==> src/rtl/core/seven_segment_scan_display_unit_defines.svh <==
// Assertion macros for the seven-segment scan display unit.
// Each check runs on clk_i and is held off while rst_ni is low.
`ifndef SEVEN_SEGMENT_SCAN_DISPLAY_UNIT_DEFINES_SVH
`define SEVEN_SEGMENT_SCAN_DISPLAY_UNIT_DEFINES_SVH

`ifndef SYNTHESIS
`define SSD_ASSERT(lbl, prop, msg) \
  lbl: assert property (@(posedge clk_i) disable iff (!rst_ni) (prop)) else $error(msg);
`define SSD_ASSERT_NEXT(lbl, ante, cons, msg) \
  lbl: assert property (@(posedge clk_i) disable iff (!rst_ni) (ante) |=> (cons)) \
    else $error(msg);
`else
`define SSD_ASSERT(lbl, prop, msg)
`define SSD_ASSERT_NEXT(lbl, ante, cons, msg)
`endif

`endif

==> src/rtl/core/ssd_pkg.sv <==
`timescale 1ns / 1ps
`default_nettype none

package ssd_pkg;

  // command codes
  localparam logic [2:0] FUNC_TICK  = 3'd0;
  localparam logic [2:0] FUNC_TIME  = 3'd1;
  localparam logic [2:0] FUNC_TEMP  = 3'd2;
  localparam logic [2:0] FUNC_DEC   = 3'd3;
  localparam logic [2:0] FUNC_RAW   = 3'd4;

  // result status codes
  localparam logic [1:0] ST_OK    = 2'd0;
  localparam logic [1:0] ST_RANGE = 2'd1;
  localparam logic [1:0] ST_INDEX = 2'd2;

  // configuration register indexes
  localparam logic [1:0] CFG_DIGITS = 2'd0;
  localparam logic [1:0] CFG_PERIOD = 2'd1;

  localparam logic [2:0]  DIGITS_RST      = 3'd4;
  localparam logic [15:0] SCAN_PERIOD_RST = 16'd2;

  localparam logic [7:0] GLYPH_POINT   = 8'h80;
  localparam logic [7:0] GLYPH_MINUS   = 8'h01;
  localparam logic [7:0] GLYPH_CELSIUS = 8'h4E;
  localparam logic [7:0] GLYPH_BLANK   = 8'h00;

  typedef struct packed {
    logic [2:0]        func;
    logic [7:0]        hours_bcd;
    logic [7:0]        minutes_bcd;
    logic signed [7:0] temperature;
    logic [7:0]        digit_index;
    logic [7:0]        digit_value;
    logic              with_point;
  } ssd_item_t;

  // pattern writes requested by one command
  typedef struct packed {
    logic            quad_we;   // digits 0..3 all at once
    logic [3:0][7:0] quad_pat;
    logic            one_we;    // single digit
    logic [7:0]      one_idx;
    logic [7:0]      one_pat;
  } ssd_wr_t;

  typedef struct packed {
    logic       strobe;
    logic [1:0] sel;
    logic [7:0] pattern;
  } ssd_scan_t;

  typedef struct packed {
    logic [1:0] status;
    logic       strobe_res;
    logic [1:0] digit_select;
    logic [7:0] segment_pattern;
  } ssd_result_t;

  function automatic logic [7:0] glyph_of(input logic [3:0] v);
    logic [7:0] g;
    unique case (v)
      4'd0:    g = 8'h7E;
      4'd1:    g = 8'h30;
      4'd2:    g = 8'h6D;
      4'd3:    g = 8'h79;
      4'd4:    g = 8'h33;
      4'd5:    g = 8'h5B;
      4'd6:    g = 8'h5F;
      4'd7:    g = 8'h70;
      4'd8:    g = 8'h7F;
      4'd9:    g = 8'h7B;
      default: g = GLYPH_BLANK;
    endcase
    return g;
  endfunction

endpackage

`default_nettype wire

==> src/rtl/core/ssd_cmd_decode.sv <==
`timescale 1ns / 1ps
`default_nettype none

module ssd_cmd_decode import ssd_pkg::*; #(
  parameter int DIGIT_COUNT = 4
) (
  input  ssd_item_t                          item_i,
  input  logic [$clog2(DIGIT_COUNT+1)-1:0]   active_n_i,
  output ssd_wr_t                            wr_o,
  output logic [1:0]                         status_o
);

  logic        neg;
  logic [7:0]  mag;
  logic [6:0]  sat;
  logic [14:0] prod;
  logic [3:0]  tens;
  logic [6:0]  ones;
  logic        idx_bad;

  // magnitude; -128 comes out as 128 and saturates below
  assign neg  = item_i.temperature[7];
  assign mag  = neg ? (~item_i.temperature + 8'd1) : item_i.temperature;
  assign sat  = (mag > 8'd99) ? 7'd99 : mag[6:0];
  // tens = sat / 10 by reciprocal, exact for sat <= 99
  assign prod = 15'(sat) * 15'd205;
  assign tens = prod[14:11];
  assign ones = sat - 7'(tens) * 7'd10;

  assign idx_bad = item_i.digit_index >= 8'(active_n_i);

  always_comb begin
    wr_o          = '0;
    wr_o.one_idx  = item_i.digit_index;
    status_o      = ST_OK;
    case (item_i.func)
      FUNC_TIME: begin
        wr_o.quad_we     = 1'b1;
        wr_o.quad_pat[0] = glyph_of(item_i.hours_bcd[7:4]);
        wr_o.quad_pat[1] = glyph_of(item_i.hours_bcd[3:0]) | GLYPH_POINT;
        wr_o.quad_pat[2] = glyph_of(item_i.minutes_bcd[7:4]);
        wr_o.quad_pat[3] = glyph_of(item_i.minutes_bcd[3:0]);
      end
      FUNC_TEMP: begin
        wr_o.quad_we     = 1'b1;
        wr_o.quad_pat[0] = neg ? GLYPH_MINUS : GLYPH_BLANK;
        wr_o.quad_pat[1] = (sat < 7'd10) ? GLYPH_BLANK : glyph_of(tens);
        wr_o.quad_pat[2] = glyph_of(ones[3:0]);
        wr_o.quad_pat[3] = GLYPH_CELSIUS | GLYPH_POINT;
      end
      FUNC_DEC: begin
        if (idx_bad) begin
          status_o = ST_INDEX;
        end else if (item_i.digit_value > 8'd9) begin
          status_o = ST_RANGE;
        end else begin
          wr_o.one_we  = 1'b1;
          wr_o.one_pat = glyph_of(item_i.digit_value[3:0])
                       | (item_i.with_point ? GLYPH_POINT : GLYPH_BLANK);
        end
      end
      FUNC_RAW: begin
        if (idx_bad) begin
          status_o = ST_INDEX;
        end else begin
          wr_o.one_we  = 1'b1;
          wr_o.one_pat = item_i.digit_value;
        end
      end
      default: ;  // tick and unused codes write nothing
    endcase
  end

endmodule

`default_nettype wire

==> src/rtl/core/ssd_scan.sv <==
`timescale 1ns / 1ps
`default_nettype none

module ssd_scan import ssd_pkg::*; #(
  parameter int DIGIT_COUNT = 4
) (
  input  logic                                clk_i,
  input  logic                                rst_ni,
  input  logic                                tick_i,
  input  logic [15:0]                         scan_period_i,
  input  logic [$clog2(DIGIT_COUNT+1)-1:0]    active_n_i,
  input  logic [DIGIT_COUNT-1:0][7:0]         patterns_i,
  output ssd_scan_t                           scan_o
);

  localparam int IdxW = $clog2(DIGIT_COUNT);
  localparam int CntW = $clog2(DIGIT_COUNT + 1);

  logic [15:0]     cd_q, cd_d;
  logic [IdxW-1:0] pos_q, pos_d;
  logic [IdxW-1:0] pos_eff;
  logic [CntW-1:0] pos_inc;
  logic            expire;

  assign expire  = cd_q <= 16'd1;
  // count may have shrunk since the last strobe
  assign pos_eff = (CntW'(pos_q) >= active_n_i) ? '0 : pos_q;
  assign pos_inc = CntW'(pos_eff) + CntW'(1);

  always_comb begin
    cd_d   = cd_q;
    pos_d  = pos_q;
    scan_o = '0;
    if (tick_i) begin
      if (expire) begin
        scan_o.strobe  = 1'b1;
        scan_o.sel     = pos_eff[1:0];
        scan_o.pattern = patterns_i[pos_eff];
        pos_d          = (pos_inc >= active_n_i) ? '0 : pos_inc[IdxW-1:0];
        cd_d           = scan_period_i;
      end else begin
        cd_d = cd_q - 16'd1;
      end
    end
  end

  always_ff @(posedge clk_i or negedge rst_ni) begin
    if (!rst_ni) begin
      cd_q  <= SCAN_PERIOD_RST;
      pos_q <= '0;
    end else begin
      cd_q  <= cd_d;
      pos_q <= pos_d;
    end
  end

endmodule

`default_nettype wire

==> src/rtl/core/seven_segment_scan_display_unit.sv <==
`timescale 1ns / 1ps
`default_nettype none

// Multiplexed seven-segment display driver, up to DIGIT_COUNT digits. Each
// item (func in s_axis_tuser_i) is either a tick or a command that loads the
// digit patterns (BCD time, signed temperature, one decimal digit, raw
// pattern). Every item returns exactly one result; a tick that ends the scan
// period strobes out the next digit's index and pattern. Throughput is one
// item per clock while the output is not held: an item is captured in the
// input register, then decoded and applied to the state as it moves into the
// result register; while the output is held, the item waits in the input
// register and no new item is accepted until it moves on to the result register.
// Segment bits: bit7 point, bits 6..0 segments a..g. Configuration is a plain
// write port: index 0 digits in use (3 bits), index 1 scan period (16 bits);
// write only while the block is idle. No clearing pass after reset.

`include "seven_segment_scan_display_unit_defines.svh"

module seven_segment_scan_display_unit import ssd_pkg::*; #(
  parameter int DIGIT_COUNT = 4
) (
  input  logic        clk_i,
  input  logic        rst_ni,
  // in tdata, LSB up: hours_bcd[7:0], minutes_bcd[15:8], temperature[23:16],
  // digit_index[31:24], digit_value[39:32], with_point[40], zero pad
  input  logic        s_axis_tvalid_i,
  output logic        s_axis_tready_o,
  input  logic [47:0] s_axis_tdata_i,
  // in tuser: func[2:0]
  input  logic [2:0]  s_axis_tuser_i,
  // out tdata, LSB up: status[1:0], strobe_res[2], digit_select[4:3],
  // segment_pattern[12:5], zero pad
  output logic        m_axis_tvalid_o,
  input  logic        m_axis_tready_i,
  output logic [15:0] m_axis_tdata_o,
  // config write port
  input  logic        cfg_we_i,
  input  logic [1:0]  cfg_index_i,
  input  logic [15:0] cfg_data_i
);

  localparam int IdxW = $clog2(DIGIT_COUNT);
  localparam int CntW = $clog2(DIGIT_COUNT + 1);
  localparam logic [3:0] MaxN = 4'(DIGIT_COUNT);

  // config registers
  logic [2:0]  digits_q;
  logic [15:0] period_q;

  always_ff @(posedge clk_i or negedge rst_ni) begin
    if (!rst_ni) begin
      digits_q <= DIGITS_RST;
      period_q <= SCAN_PERIOD_RST;
    end else if (cfg_we_i) begin
      unique case (cfg_index_i)
        CFG_DIGITS: digits_q <= cfg_data_i[2:0];
        CFG_PERIOD: period_q <= cfg_data_i;
        default: ;  // no register there
      endcase
    end
  end

  // effective digit count: 0 acts as 1, clamp at DIGIT_COUNT
  logic [3:0]      n_raw;
  logic [CntW-1:0] active_n;

  always_comb begin
    n_raw = {1'b0, digits_q};
    if (n_raw == 4'd0) n_raw = 4'd1;
    if (n_raw > MaxN)  n_raw = MaxN;
    active_n = n_raw[CntW-1:0];
  end

  // input register
  logic      in_valid_q;
  ssd_item_t item_q;
  logic      out_valid_q;
  logic      advance;

  assign advance         = in_valid_q && (!out_valid_q || m_axis_tready_i);
  assign s_axis_tready_o = !in_valid_q || advance;

  always_ff @(posedge clk_i or negedge rst_ni) begin
    if (!rst_ni) begin
      in_valid_q <= 1'b0;
    end else if (s_axis_tready_o) begin
      in_valid_q <= s_axis_tvalid_i;
    end
  end

  always_ff @(posedge clk_i) begin
    if (s_axis_tready_o && s_axis_tvalid_i) begin
      item_q.func        <= s_axis_tuser_i;
      item_q.hours_bcd   <= s_axis_tdata_i[7:0];
      item_q.minutes_bcd <= s_axis_tdata_i[15:8];
      item_q.temperature <= s_axis_tdata_i[23:16];
      item_q.digit_index <= s_axis_tdata_i[31:24];
      item_q.digit_value <= s_axis_tdata_i[39:32];
      item_q.with_point  <= s_axis_tdata_i[40];
    end
  end

  // command decode
  ssd_wr_t    wr;
  logic [1:0] cmd_status;

  ssd_cmd_decode #(
    .DIGIT_COUNT(DIGIT_COUNT)
  ) u_decode (
    .item_i     (item_q),
    .active_n_i (active_n),
    .wr_o       (wr),
    .status_o   (cmd_status)
  );

  // digit pattern store
  logic [DIGIT_COUNT-1:0][7:0] pat_q;

  always_ff @(posedge clk_i or negedge rst_ni) begin
    if (!rst_ni) begin
      pat_q <= '0;
    end else if (advance) begin
      if (wr.quad_we) begin
        for (int i = 0; i < 4; i++) pat_q[i] <= wr.quad_pat[i];
      end
      if (wr.one_we) pat_q[wr.one_idx[IdxW-1:0]] <= wr.one_pat;
    end
  end

  // scan timing: countdown and digit position
  ssd_scan_t scan;

  ssd_scan #(
    .DIGIT_COUNT(DIGIT_COUNT)
  ) u_scan (
    .clk_i         (clk_i),
    .rst_ni        (rst_ni),
    .tick_i        (advance && (item_q.func == FUNC_TICK)),
    .scan_period_i (period_q),
    .active_n_i    (active_n),
    .patterns_i    (pat_q),
    .scan_o        (scan)
  );

  // result register
  ssd_result_t res_q;

  always_ff @(posedge clk_i or negedge rst_ni) begin
    if (!rst_ni) begin
      out_valid_q <= 1'b0;
    end else if (advance) begin
      out_valid_q <= 1'b1;
    end else if (m_axis_tready_i) begin
      out_valid_q <= 1'b0;
    end
  end

  always_ff @(posedge clk_i) begin
    if (advance) begin
      res_q.status          <= cmd_status;
      res_q.strobe_res      <= scan.strobe;
      res_q.digit_select    <= scan.sel;
      res_q.segment_pattern <= scan.pattern;
    end
  end

  assign m_axis_tvalid_o = out_valid_q;
  assign m_axis_tdata_o  = {3'b000, res_q.segment_pattern, res_q.digit_select,
                            res_q.strobe_res, res_q.status};

  // checks
  logic res_strobe;
  logic res_quiet;
  logic res_blank;
  logic in_stall;

  assign res_strobe = out_valid_q && res_q.strobe_res;
  assign res_quiet  = out_valid_q && !res_q.strobe_res;
  assign res_blank  = (res_q.digit_select == 2'd0) && (res_q.segment_pattern == 8'd0);
  assign in_stall   = in_valid_q && !advance;

  `SSD_ASSERT(a_strobe_ok, !res_strobe || (res_q.status == ST_OK), "strobe with error")
  `SSD_ASSERT(a_quiet_zero, !res_quiet || res_blank, "non-strobe result has digit data")
  `SSD_ASSERT_NEXT(a_in_hold, in_stall, in_valid_q && $stable(item_q), "stalled item lost")
  `SSD_ASSERT_NEXT(a_adv_out, advance, out_valid_q, "advanced item produced no result")

endmodule

`default_nettype wire

==> config.mk <==
export PLATFORM = sky130hd
export DESIGN_NAME = seven_segment_scan_display_unit
export DESIGN_NICKNAME = d
export VERILOG_FILES = /design/src/rtl/core/ssd_pkg.sv /design/src/rtl/core/ssd_cmd_decode.sv /design/src/rtl/core/ssd_scan.sv /design/src/rtl/core/seven_segment_scan_display_unit.sv
export VERILOG_INCLUDE_DIRS = /design/src /design/src/rtl/core
export SDC_FILE = /design/constraint.sdc
export NUM_CORES = 1
export LEC_CHECK = 0
export BUFFER_PORTS_ARGS = -buffer_cell sky130_fd_sc_hd__buf_2
export CAP_MARGIN = 20
export CORE_MARGIN = 2
export CORE_UTILIZATION = 50
export CTS_CLUSTER_SIZE = 10
export DETAILED_ROUTE_END_ITERATION = 8
export HOLD_SLACK_MARGIN = 0.02
export PLACE_DENSITY = 0.68
export SYNTH_ARGS = -nofsm -noshare
export SYNTH_HDL_FRONTEND = slang
export SYNTH_SLANG_ARGS = --single-unit
==> constraint.sdc <==
create_clock -name clk_i -period 7.1 [get_ports clk_i]
set_clock_uncertainty 0.1 [all_clocks]
set_input_delay 1.065 -clock clk_i [delete_from_list [all_inputs] [get_ports clk_i]]
set_output_delay 1.065 -clock clk_i [all_outputs]
set_load 0.01 [all_outputs]
Word-level counts from Yosys, hierarchy flattened:

Memory sizes are Yosys's and may differ from the RTL's. A register that Yosys moved wholly into a read port is not among the register bits.
Cells that the tools add are included.
W data, S select, Z words.

* order comparisons: 11
* bitwise operators: 2
* eq/ne operators: 5
* reductions and logical operators: 15
* mux-type cells: 42
* add/sub/neg operators: 4
* $mul: 2

Operators with widths (count)
* $mux W32: 3
* $mux W8: 11
* $pmux W33 S2: 1
* $bwmux W32: 1
* $mux W4: 5
* $bmux W8 S2: 1
* $demux W8 S2: 1
* $le A16 B1 Y1 const B: 1
* $mux W16: 1
* $pmux W8 S2: 1
* $sub A16 B1 Y16 const B: 1
* $mul A7 B8 Y15 const B: 1
* $mux W11: 1
* $add A8 B1 Y8 const B: 1
* $ge A8 B3 Y1: 1
* $gt A8 B4 Y1 const B: 1
* $gt A8 B7 Y1 const B: 1
* $mux W2: 4
* $not A8 Y8: 1
* $or A8 B8 Y8: 1
* $lt A7 B4 Y1 const B: 1
* $mux W1: 7
* $mux W7: 1
* $eq A3 B2 Y1 const B: 2
* 21 further kinds: 31

* memories kept: 7
* input port bits: 74
* ROM bits: 784
* register bits after elaboration: 128
* logic and storage cells: 109
* output and inout port bits: 18

Memory list
* (name not given): depth 16, width 7, rd ports 1, clocked after memory_dff 1, write ports 0, line ssd_pkg.sv:64 `unique case (v)`
* (name not given): depth 16, width 7, rd ports 1, clocked after memory_dff 1, write ports 0, line ssd_pkg.sv:64
* (name not given): depth 16, width 7, rd ports 1, clocked after memory_dff 1, write ports 0, line ssd_pkg.sv:64
* (name not given): depth 16, width 7, rd ports 1, clocked after memory_dff 1, write ports 0, line ssd_pkg.sv:64
* (name not given): depth 16, width 7, rd ports 1, clocked after memory_dff 0, write ports 0, line ssd_pkg.sv:64
* (name not given): depth 16, width 7, rd ports 1, clocked after memory_dff 0, write ports 0, line ssd_pkg.sv:64
* +1 memories

Longest topological paths before layout:

Gate-level depths: netlist of run 1.
An unclocked memory read counts as a cell.

* word-level depth: 14
* mapped depth: 33
* depth with buffers taken out: 31

By module:

Synthesis of run 1 repeated with hierarchy kept, for this count alone.

* cells, all modules: 879
* area total of the unflattened synthesis: 9095.0 µm²

Modules (own cells, without submodules)
* seven_segment_scan_display_unit: sequential area each 3040.4 µm², times used 1, cells an instance 272, area each 4356.7 µm²
* ssd_cmd_decode: sequential area each 0.0 µm², times used 1, cells an instance 430, area each 3136.8 µm²
* ssd_scan: sequential area each 451.7 µm², times used 1, cells an instance 177, area each 1601.5 µm²

Worst setup path after synthesis of run 1:

OpenSTA, ideal clock, no wires.

* kind: register to register
* start point: register item_q[17] (netlist bit)
* end point: register pat_q[19] (netlist bit)
* setup slack: -0.009 ns
* data arrival time: 6.919 ns
* data required time: 6.910 ns
* library setup time: 0.090 ns
* stages on the path, launching flop included: 29
* path buffers: 1
* period minus slack after synthesis: 7.109 ns
* cells stage by stage: edfxtp_1 > inv_1 > ha_1 > nor4b_4 > mux2i_1 > a21oi_4 > a41o_1 > nand2_1 > ha_1 > ha_1 > fa_1 > inv_1 > fa_1 > inv_1 > ha_1 > a31o_2 > a2111oi_2 > nor2_1 > xnor2_1 > xnor2_1 > ha_1 > or3_1 > o32ai_1 > nor2_1 > or3_4 > and2_1 > buf_6 > or3_1 > o221ai_1

* word-level cells in the longest chain between the ends: 14

RTL lines
* start, declared: line seven_segment_scan_display_unit.sv:76 `ssd_item_t item_q;`
* $not A8 Y8: line ssd_cmd_decode.sv:23 `assign mag = neg ? (~item_i.temperature + 8'd1) : item_i.temperature;`
* $add A8 B1 Y8: line ssd_cmd_decode.sv:23
* $mux W8 (*): line ssd_cmd_decode.sv:23
* $gt A8 B7 Y1: line ssd_cmd_decode.sv:24 `assign sat = (mag > 8'd99) ? 7'd99 : mag[6:0];`
* $mux W7 (*): line ssd_cmd_decode.sv:24
* $mul A7 B8 Y15: line ssd_cmd_decode.sv:26 `assign prod = 15'(sat) * 15'd205;`
* $mul A4 B3 Y3: line ssd_cmd_decode.sv:28 `assign ones = sat - 7'(tens) * 7'd10;`
* $sub A4 B4 Y4 (*): line ssd_cmd_decode.sv:28
* $mem_v2 Z16 W7 (*)
* $pmux W33 S2 (*): line ssd_cmd_decode.sv:36 `case (item_i.func)`
* $mux W32 (*): line seven_segment_scan_display_unit.sv:123 `if (wr.quad_we) begin`
* $mux W32 (*): line seven_segment_scan_display_unit.sv:122 `end else if (advance) begin`
* $bwmux W32: line seven_segment_scan_display_unit.sv:126 `if (wr.one_we) pat_q[wr.one_idx[IdxW-1:0]] <= wr.one_pat;`
* $mux W32 (*): line seven_segment_scan_display_unit.sv:126
* end signal, assigned by index: line seven_segment_scan_display_unit.sv:126
* end, declared: line seven_segment_scan_display_unit.sv:117 `logic [DIGIT_COUNT-1:0][7:0] pat_q;`

Every way passes the cells marked *; elsewhere a longest branch is shown, timed or not. The select of a mux whose other input is x is not followed.
A chain may end at the register's enable or synchronous reset.

Worst setup path in the final report of run 1:

* start point: register item_q[17] (netlist bit)
* end point: register pat_q[18] (netlist bit)

The elaborated chain is that of the path after synthesis.

==> results.json, run 1 <==
{
  "status": "finished clean",
  "place_ws_ns": -0.07161,
  "core_um2": 18580,
  "cts_max_path_buffers": 2,
  "synth-edff-count": 57,
  "hold_path_depth": 2,
  "slew-limit-headroom_pct": 38.57,
  "syn_area_per_cell_um2": 10.09,
  "post-dp-hpwl_mm": 14.72,
  "dr.pass1.iters": 6,
  "synthTopCellsByArea": "edfxtp_1, dfrtp_1, ha_1",
  "register_area_um2": 4193,
  "drt_iter0_markers": 503,
  "htree_levels": 4,
  "slowest_stage": "fa_1",
  "leakage_nw": 4.845,
  "synth-seq-area-share_pct": 44.58,
  "cts_buffers": 17,
  "finalCriticalPeriod_ns": 6.785,
  "critical_path.most_common_cell": "ha_1",
  "setup_viol": 0,
  "fin_crit_sh_pct": 95.57,
  "grt_pass1_wl_mm": 33.33,
  "setup_slack_ns": 0.3146,
  "dieArea_um2": 19920,
  "cts_tree": "built",
  "fin_util_pct": 58.41,
  "critPathMaxStageDelay_ns": 0.47,
  "postPlaceCellArea_um2": 10170,
  "async_flop_share_pct": 43.56,
  "fmaxAchievable_mhz": 147.4,
  "ant_nets": 0,
  "die_y_um": 141.1,
  "groute.usage.overall_pct": 20.98,
  "syn_inst": 932,
  "rows": 50,
  "die_w_um": 141.1,
  "nFillCells": 1604,
  "cp-end-kind": "register",
  "synth-seq-cells": 163,
  "synth_top_area_share_pct": 18.20,
  "final.setup.tns_ns": 0,
  "final_area_um2": 10850,
  "grt_max_degree": 72,
  "critPathLaunchType": "register",
  "hold_viol_final": 0,
  "diodes": 0,
  "clk_pin_slew_ns": 0.07,
  "finalPower_mw": 3.968,
  "power_density_nw_per_um2": 365.7,
  "antenna_found_initial": 0,
  "route.detailed.drc": 0,
  "viasPerCell": 5.549,
  "cts-root-buf": "clkbuf_16",
  "yosys_warnings": 0,
  "ioPinCount": 92,
  "ys_types": 74,
  "arrival_ns": 6.98,
  "critPathKind": "register to register",
  "ctsHoldBuffers": 0,
  "r2r_cells": 28,
  "detail_route.wirelength_mm": 20.72,
  "place_congestion": 0.8808,
  "wl_per_cell_um": 16.22,
  "vias": 7092,
  "grt.overflow.total": 0,
  "hold_class": "register to register",
  "synth_area_um2": 9404,
  "grt_pass1_vias": 6711,
  "multiInputGateArea_um2": 4965,
  "maxCapViolations": 0,
  "crit_fanout": 7,
  "syn2layout_area_growth_pct": 15.41,
  "clock_latency_ns": 0.43,
  "cts_sinks": 163,
  "drive_gt1_share_pct": 19.44,
  "final_max_slew_viol_count": 0,
  "port-buffer-count": 81,
  "layout.nets": 1199,
  "synth_top_area_cell": "edfxtp_1",
  "ys.flop_type": "dfrtp_1",
  "tightest_slew_ns": 0.9215,
  "post-synth-top-count-cell": "nand2_1",
  "ir_drop_mv": 0.2703,
  "cp.required_ns": 7.29,
  "synth_common_cells": "nand2_1, ha_1, nor2_1",
  "start_util_pct": 50.61
}
-- final timing paths --
check	startpoint	endpoint	slack [ns]
max	item_q[17]	pat_q[18]	0.31
min	pat_q[15]	pat_q[15]	0.38
max reg2reg	item_q[17]	pat_q[18]	0.31
min reg2reg	pat_q[15]	pat_q[15]	0.38
max in group asynchronous	rst_ni	pat_q[2]	5.55
min in group asynchronous	rst_ni	u_scan.cd_q[10]	0.76
-- through the flow --
step | instances | hold slack, ns
detailed placement | 1242 | 0.3683
global route | 1278 | 0.3989
floorplan | 934 | 0.3444
global placement | 1242 | 0.3631
CTS | 1274 | 0.3826
finish | 1278 | 0.3778
-- cell families after synthesis --
group	share of synthesized area [%]
flops	44.58
other cells	0.03988
compound gates	16.74
mux	7.118
simple gates	12.92
xor+xnor	1.490
buf+inv	3.965
fa+ha+maj	13.15
-- area by class of cell --
| cell class | count | area share [%] |
|---|---|---|
| Clock inverter | 14 | 1.199 |
| Timing Repair Buffer | 108 | 5.603 |
| Tap cell | 234 | 2.698 |
| Sequential cell | 163 | 38.63 |
| Inverter | 62 | 2.167 |
| Multi-Input combinational cell | 679 | 45.75 |
| Clock buffer | 18 | 3.954 |
-- routing by layer --
| layer | vias up | global-route usage [%] | routed length [um] |
|---|---|---|---|
| met2 | 166 | 33.01 | 9770 |
| met1 | 3345 | 28.82 | 9581 |
| met4 | 0 | 6.842 | 363 |
| li1 | 3556 | - | - |
| met5 | - | 0 | 0 |
| met3 | 25 | 4.857 | 1008 |
-- worst max-delay path: cells and delay by family (launching register included) --
family	cells	cell delay, ns
multiplexers	1	0.30
buffers and inverters	3	0.33
XOR/XNOR	2	0.33
adder cells (fa/ha/maj)	7	2.17
flip-flops	1	0.38
AO/OA/AOI/OAI	7	1.33
AND/OR/NAND/NOR	8	1.69
-- placed cells by master, fill, tap and decap left out, drive strengths merged, types with 7 or more instances in the layout --
cell    instances
buf           107
fa              8
or3             9
nand2          90
a21o           17
a22oi          18
dfxtp          35
mux2           31
a22o           11
nand3           7
nand2b          9
o22ai          14
nor2b           7
mux2i          32
o21ai          72
nor4            7
edfxtp         57
a21oi          56
a31oi           8
clkbuf         19
inv            64
dfrtp          68
nor3           19
ha             86
nor2           86
xnor2          10
-- where the power goes --
group	internal, mW	switching, mW
combinational	0.785	1.02
clock	0.487	0.394
sequential	1.15	0.127
total	2.42	1.55
-- repair_timing --
item	4_1_cts	5_1_grt
endpoints found under the setup margin	5	7
pin swaps	0	3
setup buffers	0	2
gates resized for setup	2	20
Power figures use the tool's default switching activity.
==> run 2, diff against run 1 <==
CORE_UTILIZATION = 35   (was 50)
PLACE_DENSITY = 0.5   (was 0.68)
==> results.json, run 2 (synthesized netlist as in run 1, its figures left out) <==
{
  "setup_slack_ns": 0.3235,
  "final_cell_mix": "nand2_1, ha_1, nor2_1, buf_2, dfrtp_1",
  "place_congestion": 0.8300,
  "grt_pass1_vias": 6884,
  "drt_iter0_markers": 459,
  "wl_met1_mm": 10.85,
  "cts_tree": "built",
  "slew-limit-headroom_pct": 35.99,
  "arrival_ns": 6.96,
  "clock_latency_ns": 0.43,
  "r2r-start": "item_q[17]",
  "critical_path.most_common_cell": "ha_1",
  "drive_gt1_share_pct": 20.23,
  "dr.pass1.iters": 5,
  "post-dp-hpwl_mm": 16.14,
  "cts_buffers": 17,
  "diodes": 0,
  "ir_drop_mv": 0.2509,
  "switchingPower_mw": 1.557,
  "status": "finished clean",
  "final_common_cell": "nand2_1",
  "viasPerCell": 5.059,
  "die_w_um": 167.9,
  "nFillCells": 2544,
  "critPathKind": "register to register",
  "setup_viol": 0,
  "syn2layout_area_growth_pct": 17.40,
  "dieArea_um2": 28200,
  "htree_levels": 4,
  "p_comb_share_pct": 44.7,
  "grt.overflow.total": 0,
  "tightest_slew_ns": 0.9601,
  "clockPowerShare_pct": 23.4,
  "met3WireLength_um": 748,
  "intPower_mw": 2.434,
  "critPathLaunchType": "register",
  "fmaxAchievable_mhz": 147.6,
  "groute.usage.overall_pct": 15.76,
  "r2r_end": "pat_q[20]",
  "finalCriticalPeriod_ns": 6.776,
  "fin_crit_sh_pct": 95.44,
  "place_ws_ns": -0.02391,
  "finalPower_mw": 3.991,
  "core_um2": 26210,
  "seq_power_share_pct": 32.0,
  "final_max_slew_viol_count": 0,
  "leakage_nw": 4.894,
  "layout.nets": 1203,
  "route.detailed.drc": 0,
  "maxCapViolations": 0,
  "ioPinCount": 92,
  "cp.required_ns": 7.29,
  "hold_viol_final": 0,
  "power_density_nw_per_um2": 361.5,
  "cts-root-buf": "clkbuf_16",
  "crit_fanout": 8,
  "clk_pin_slew_ns": 0.07,
  "dr_wl_met2_mm": 10.15,
  "cp-endpoint": "pat_q[20]",
  "port-buffer-count": 81,
  "hold_class": "register to register",
  "start_util_pct": 35.88,
  "antenna_found_initial": 0,
  "rows": 59,
  "slowest_stage": "fa_1",
  "r2r_setup_slack_ns": 0.32,
  "cp-end-kind": "register",
  "swShare_pct": 39.01,
  "dr.max_layer_used": "met4",
  "detail_route.wirelength_mm": 21.98,
  "wl_per_cell_um": 15.89,
  "die_y_um": 167.9,
  "critPathMaxStageDelay_ns": 0.44,
  "cts_max_path_buffers": 2,
  "vias": 6996,
  "whs_ns": 0.3841,
  "grt_pass1_wl_mm": 35.60,
  "ant_nets": 0,
  "r2r_cells": 27,
  "hold_path_depth": 2,
  "cts_sinks": 163,
  "crit_start": "item_q[17]",
  "grt_max_degree": 72
}
[run 2: cell type report]
cell class	instances	area [um^2]	area share [%]
Clock inverter	15	167.7	1.519
Timing Repair Buffer	112	638.1	5.780
Tap cell	335	419.2	3.796
Inverter	62	235.2	2.131
Clock buffer	17	425.4	3.853
Sequential cell	163	4193	37.98
Multi-Input combinational cell	679	4962	44.95
[run 2: metal layers]
| layer | GRT usage (%) | vias to the layer above |
|---|---|---|
| li1 | - | 3560 |
| met1 | 21.97 | 3315 |
| met2 | 25.39 | 107 |
| met3 | 2.492 | 14 |
| met4 | 4.537 | 0 |
| met5 | 0 | - |
[run 2: power by group through the flow]
stage	combinational, mW	clock [mW]	sequential, mW
finish	1.78	0.933	1.28
global route	2.03	0.994	1.30
CTS	1.70	0.961	1.28
detailed placement	1.67	0	1.29
global placement	1.66	0	1.29
floorplan	1.25	0	1.25
[run 2: stage by stage]
stage / cells / util [%] / TNS, ns / instance area, um^2
floorplan: 934 / - / 0 / 9419
global placement: 1349 / 39.46 / 0 / 10340
detailed placement: 1349 / 39.46 / -0.04851 / 10340
CTS: 1381 / 41.79 / 0 / 10950
global route: 1383 / 42.13 / -0.02829 / 11040
finish: 1383 / 42.13 / 0 / 11040
[run 2: timing repair]
| item | 4_1_cts | 5_1_grt |
|---|---|---|
| setup endpoints to repair | 6 | 7 |
| pin swaps | 0 | 5 |
| buffers inserted | 0 | 2 |
| resized for setup | 3 | 20 |
| hold buffers | 0 | 0 |
[run 2: how the worst min path moves through the flow]
| stage | slack, ns | startpoint | end |
|---|---|---|---|
| CTS | 0.39 | pat_q[6] | pat_q[6] |
| finish | 0.38 | pat_q[4] | pat_q[4] |
| global placement | 0.36 | pat_q[4] | pat_q[4] |
| floorplan | 0.34 | pat_q[15] | pat_q[15] |
| global route | 0.41 | pat_q[28] | pat_q[28] |
| detailed placement | 0.37 | pat_q[6] | pat_q[6] |
[run 2: critical path: cells and delay by family, from the launching register on]
| kind | cells | cell delay (ns) |
|---|---|---|
| AOI/OAI and AO/OA | 8 | 1.69 |
| xor gates and xnor gates | 2 | 0.33 |
| adders and majority gates | 7 | 2.15 |
| buffers and inverters | 2 | 0.15 |
| DFF | 1 | 0.38 |
| muxes | 1 | 0.31 |
| and+or+nand+nor | 7 | 1.53 |
==> run 3, diff against run 2 <==
ABC_AREA = 1   (was not set)
==> results.json, run 3 <==
{
  "place.detailed.instances": 1600,
  "route.detailed.drc": 0,
  "synth-edff-count": 57,
  "cts_tree": "built",
  "ctsHoldBuffers": 0,
  "cts_max_path_buffers": 2,
  "tightest_slew_ns": 1.027,
  "crit_start": "item_q[17]",
  "fmaxAchievable_mhz": 158.8,
  "cp_num_buf_inv": 5,
  "cp_top_family": "adder cells",
  "slew-limit-headroom_pct": 31.30,
  "final_max_slew_viol_count": 0,
  "place_congestion": 0.8104,
  "ys_types": 59,
  "crit_fanout": 8,
  "hold_class": "register to register",
  "leakage_nw": 5.326,
  "drive_gt1_share_pct": 14.91,
  "maxCapViolations": 0,
  "rsz0062_at_grt": "no",
  "status": "finished clean",
  "viasPerCell": 4.749,
  "synth_common_cells": "nand2_1, inv_1, o21ai_0",
  "synth-seq-cells": 163,
  "instances_no_fill": 1632,
  "drt_iter0_markers": 468,
  "dieArea_um2": 29310,
  "critical_path.most_common_cell": "nand2_1",
  "cp-end-kind": "register",
  "start_util_pct": 35.42,
  "synth-seq-area-share_pct": 42.85,
  "clk_pin_slew_ns": 0.07,
  "post-dp-hpwl_mm": 16.82,
  "hold_viol_final": 0,
  "cts_sinks": 163,
  "syn_inst": 1163,
  "grt_pass1_vias": 7484,
  "async_flop_share_pct": 43.56,
  "post_cts_resized": 0,
  "final_cell_mix": "nand2_1, inv_1, o21ai_0, ha_1",
  "ioPinCount": 92,
  "yosys_warnings": 0,
  "r2r-start": "item_q[17]",
  "synthTopCellsByArea": "edfxtp_1, dfrtp_1, ha_1",
  "critPathMaxStageDelay_ns": 0.53,
  "final_area_um2": 11220,
  "critPathLaunchType": "register",
  "dr.pass1.iters": 5,
  "detail_route.wirelength_mm": 22.56,
  "grt_max_degree": 72,
  "groute.usage.overall_pct": 16.13,
  "final_common_cell": "nand2_1",
  "ant_nets": 0,
  "die_w_um": 171.2,
  "diodes": 0,
  "final.setup.tns_ns": 0,
  "syn2layout_area_growth_pct": 14.64,
  "whs_ns": 0.3912,
  "critPathKind": "register to register",
  "slowest_stage": "a2111oi_0",
  "synth_top_area_share_pct": 17.49,
  "port-buffer-count": 81,
  "post-synth-top-count-cell": "nand2_1",
  "hp-start": "pat_q[9]",
  "power_density_nw_per_um2": 371.3,
  "antenna_found_initial": 0,
  "nFillCells": 2866,
  "cts_buffers": 17,
  "core_um2": 27630,
  "synth_top_area_cell": "edfxtp_1",
  "wl_per_cell_um": 13.82,
  "cts-root-buf": "clkbuf_16",
  "rows": 61,
  "ys.flop_type": "dfrtp_1",
  "htree_levels": 4,
  "postCtsSetupRepairBufs": 0,
  "finalCriticalPeriod_ns": 6.299,
  "synth_area_um2": 9786,
  "layout.nets": 1409,
  "syn_area_per_cell_um2": 8.414,
  "grt.overflow.total": 0,
  "arrival_ns": 6.53,
  "vias": 7751,
  "fin_crit_sh_pct": 88.72,
  "r2r_setup_slack_ns": 0.80,
  "postPlaceCellArea_um2": 10590,
  "ir_drop_mv": 0.1771,
  "cp.required_ns": 7.34,
  "clock_latency_ns": 0.44,
  "die_y_um": 171.2,
  "grt_pass1_wl_mm": 37.29,
  "setup_viol": 0
}
==> run 3: worst register-to-register path, delay by kind of cell, from the launching register on <==
kind                       cells  cell delay [ns]
xor gates and xnor gates       2             0.37
adders and majority gates      7             2.45
and+or+nand+nor               15             1.70
AOI/OAI and AO/OA              2             0.70
DFF                            1             0.41
buffers and inverters          5             0.48
==> run 3: final cells by class <==
type                            count  area (um^2)  share of cell area, %
Clock inverter                     14        186.4                  1.662
Clock buffer                       18        439.2                  3.915
Timing Repair Buffer               88        457.9                  4.082
Tap cell                          378        473.0                  4.216
Sequential cell                   163         4193                  37.37
Inverter                          180        678.2                  6.045
Multi-Input combinational cell    791         4791                  42.71
==> run 3: logic make-up (layout without fill, tap and decap cells) <==
kind of cell,Yosys count,count (layout),share of synthesized area (%)
xor+xnor,9,9,1.074
simple gates,420,420,19.60
buf+inv,211,300,8.337
other cells,1,3,0.03832
flops,163,163,42.85
mux,10,10,1.100
fa+ha+maj,94,94,12.63
compound gates,255,255,14.37
==> run 3: metal layers <==
layer / track usage [%] / part of all wire (%) / vias up
met5: 0 / 0 / -
met2: 25.04 / 44 / 130
met1: 22.84 / 51 / 3597
met4: 4.348 / 1.3 / 0
li1: - / - / 4001
met3: 3.336 / 3.9 / 23
==> run 3: stage by stage <==
step | setup WS (ns) | util (%) | power, mW
floorplan | 1.552 | - | 2.775
global route | 0.1871 | 40.60 | 4.558
CTS | 0.7550 | 40.60 | 4.199
finish | 0.8008 | 40.60 | 4.165
detailed placement | 0.7955 | 38.34 | 3.197
global placement | 0.8873 | 38.34 | 3.179
==> run 3: worst paths after layout <==
kind / to / depth (start not counted)
max: pat_q[16] / 31
min: pat_q[9] / 2
max reg2reg: pat_q[16] / 31
min reg2reg: pat_q[9] / 2
max in group asynchronous: pat_q[1] / 2
min in group asynchronous: period_q[6] / 2
==> run 3: power breakdown <==
group	internal (mW)	switching (mW)	leakage, nW
logic	0.689	1.20	3.30
clock network	0.595	0.389	0.297
registers	1.18	0.110	1.72
total	2.46	1.70	5.33
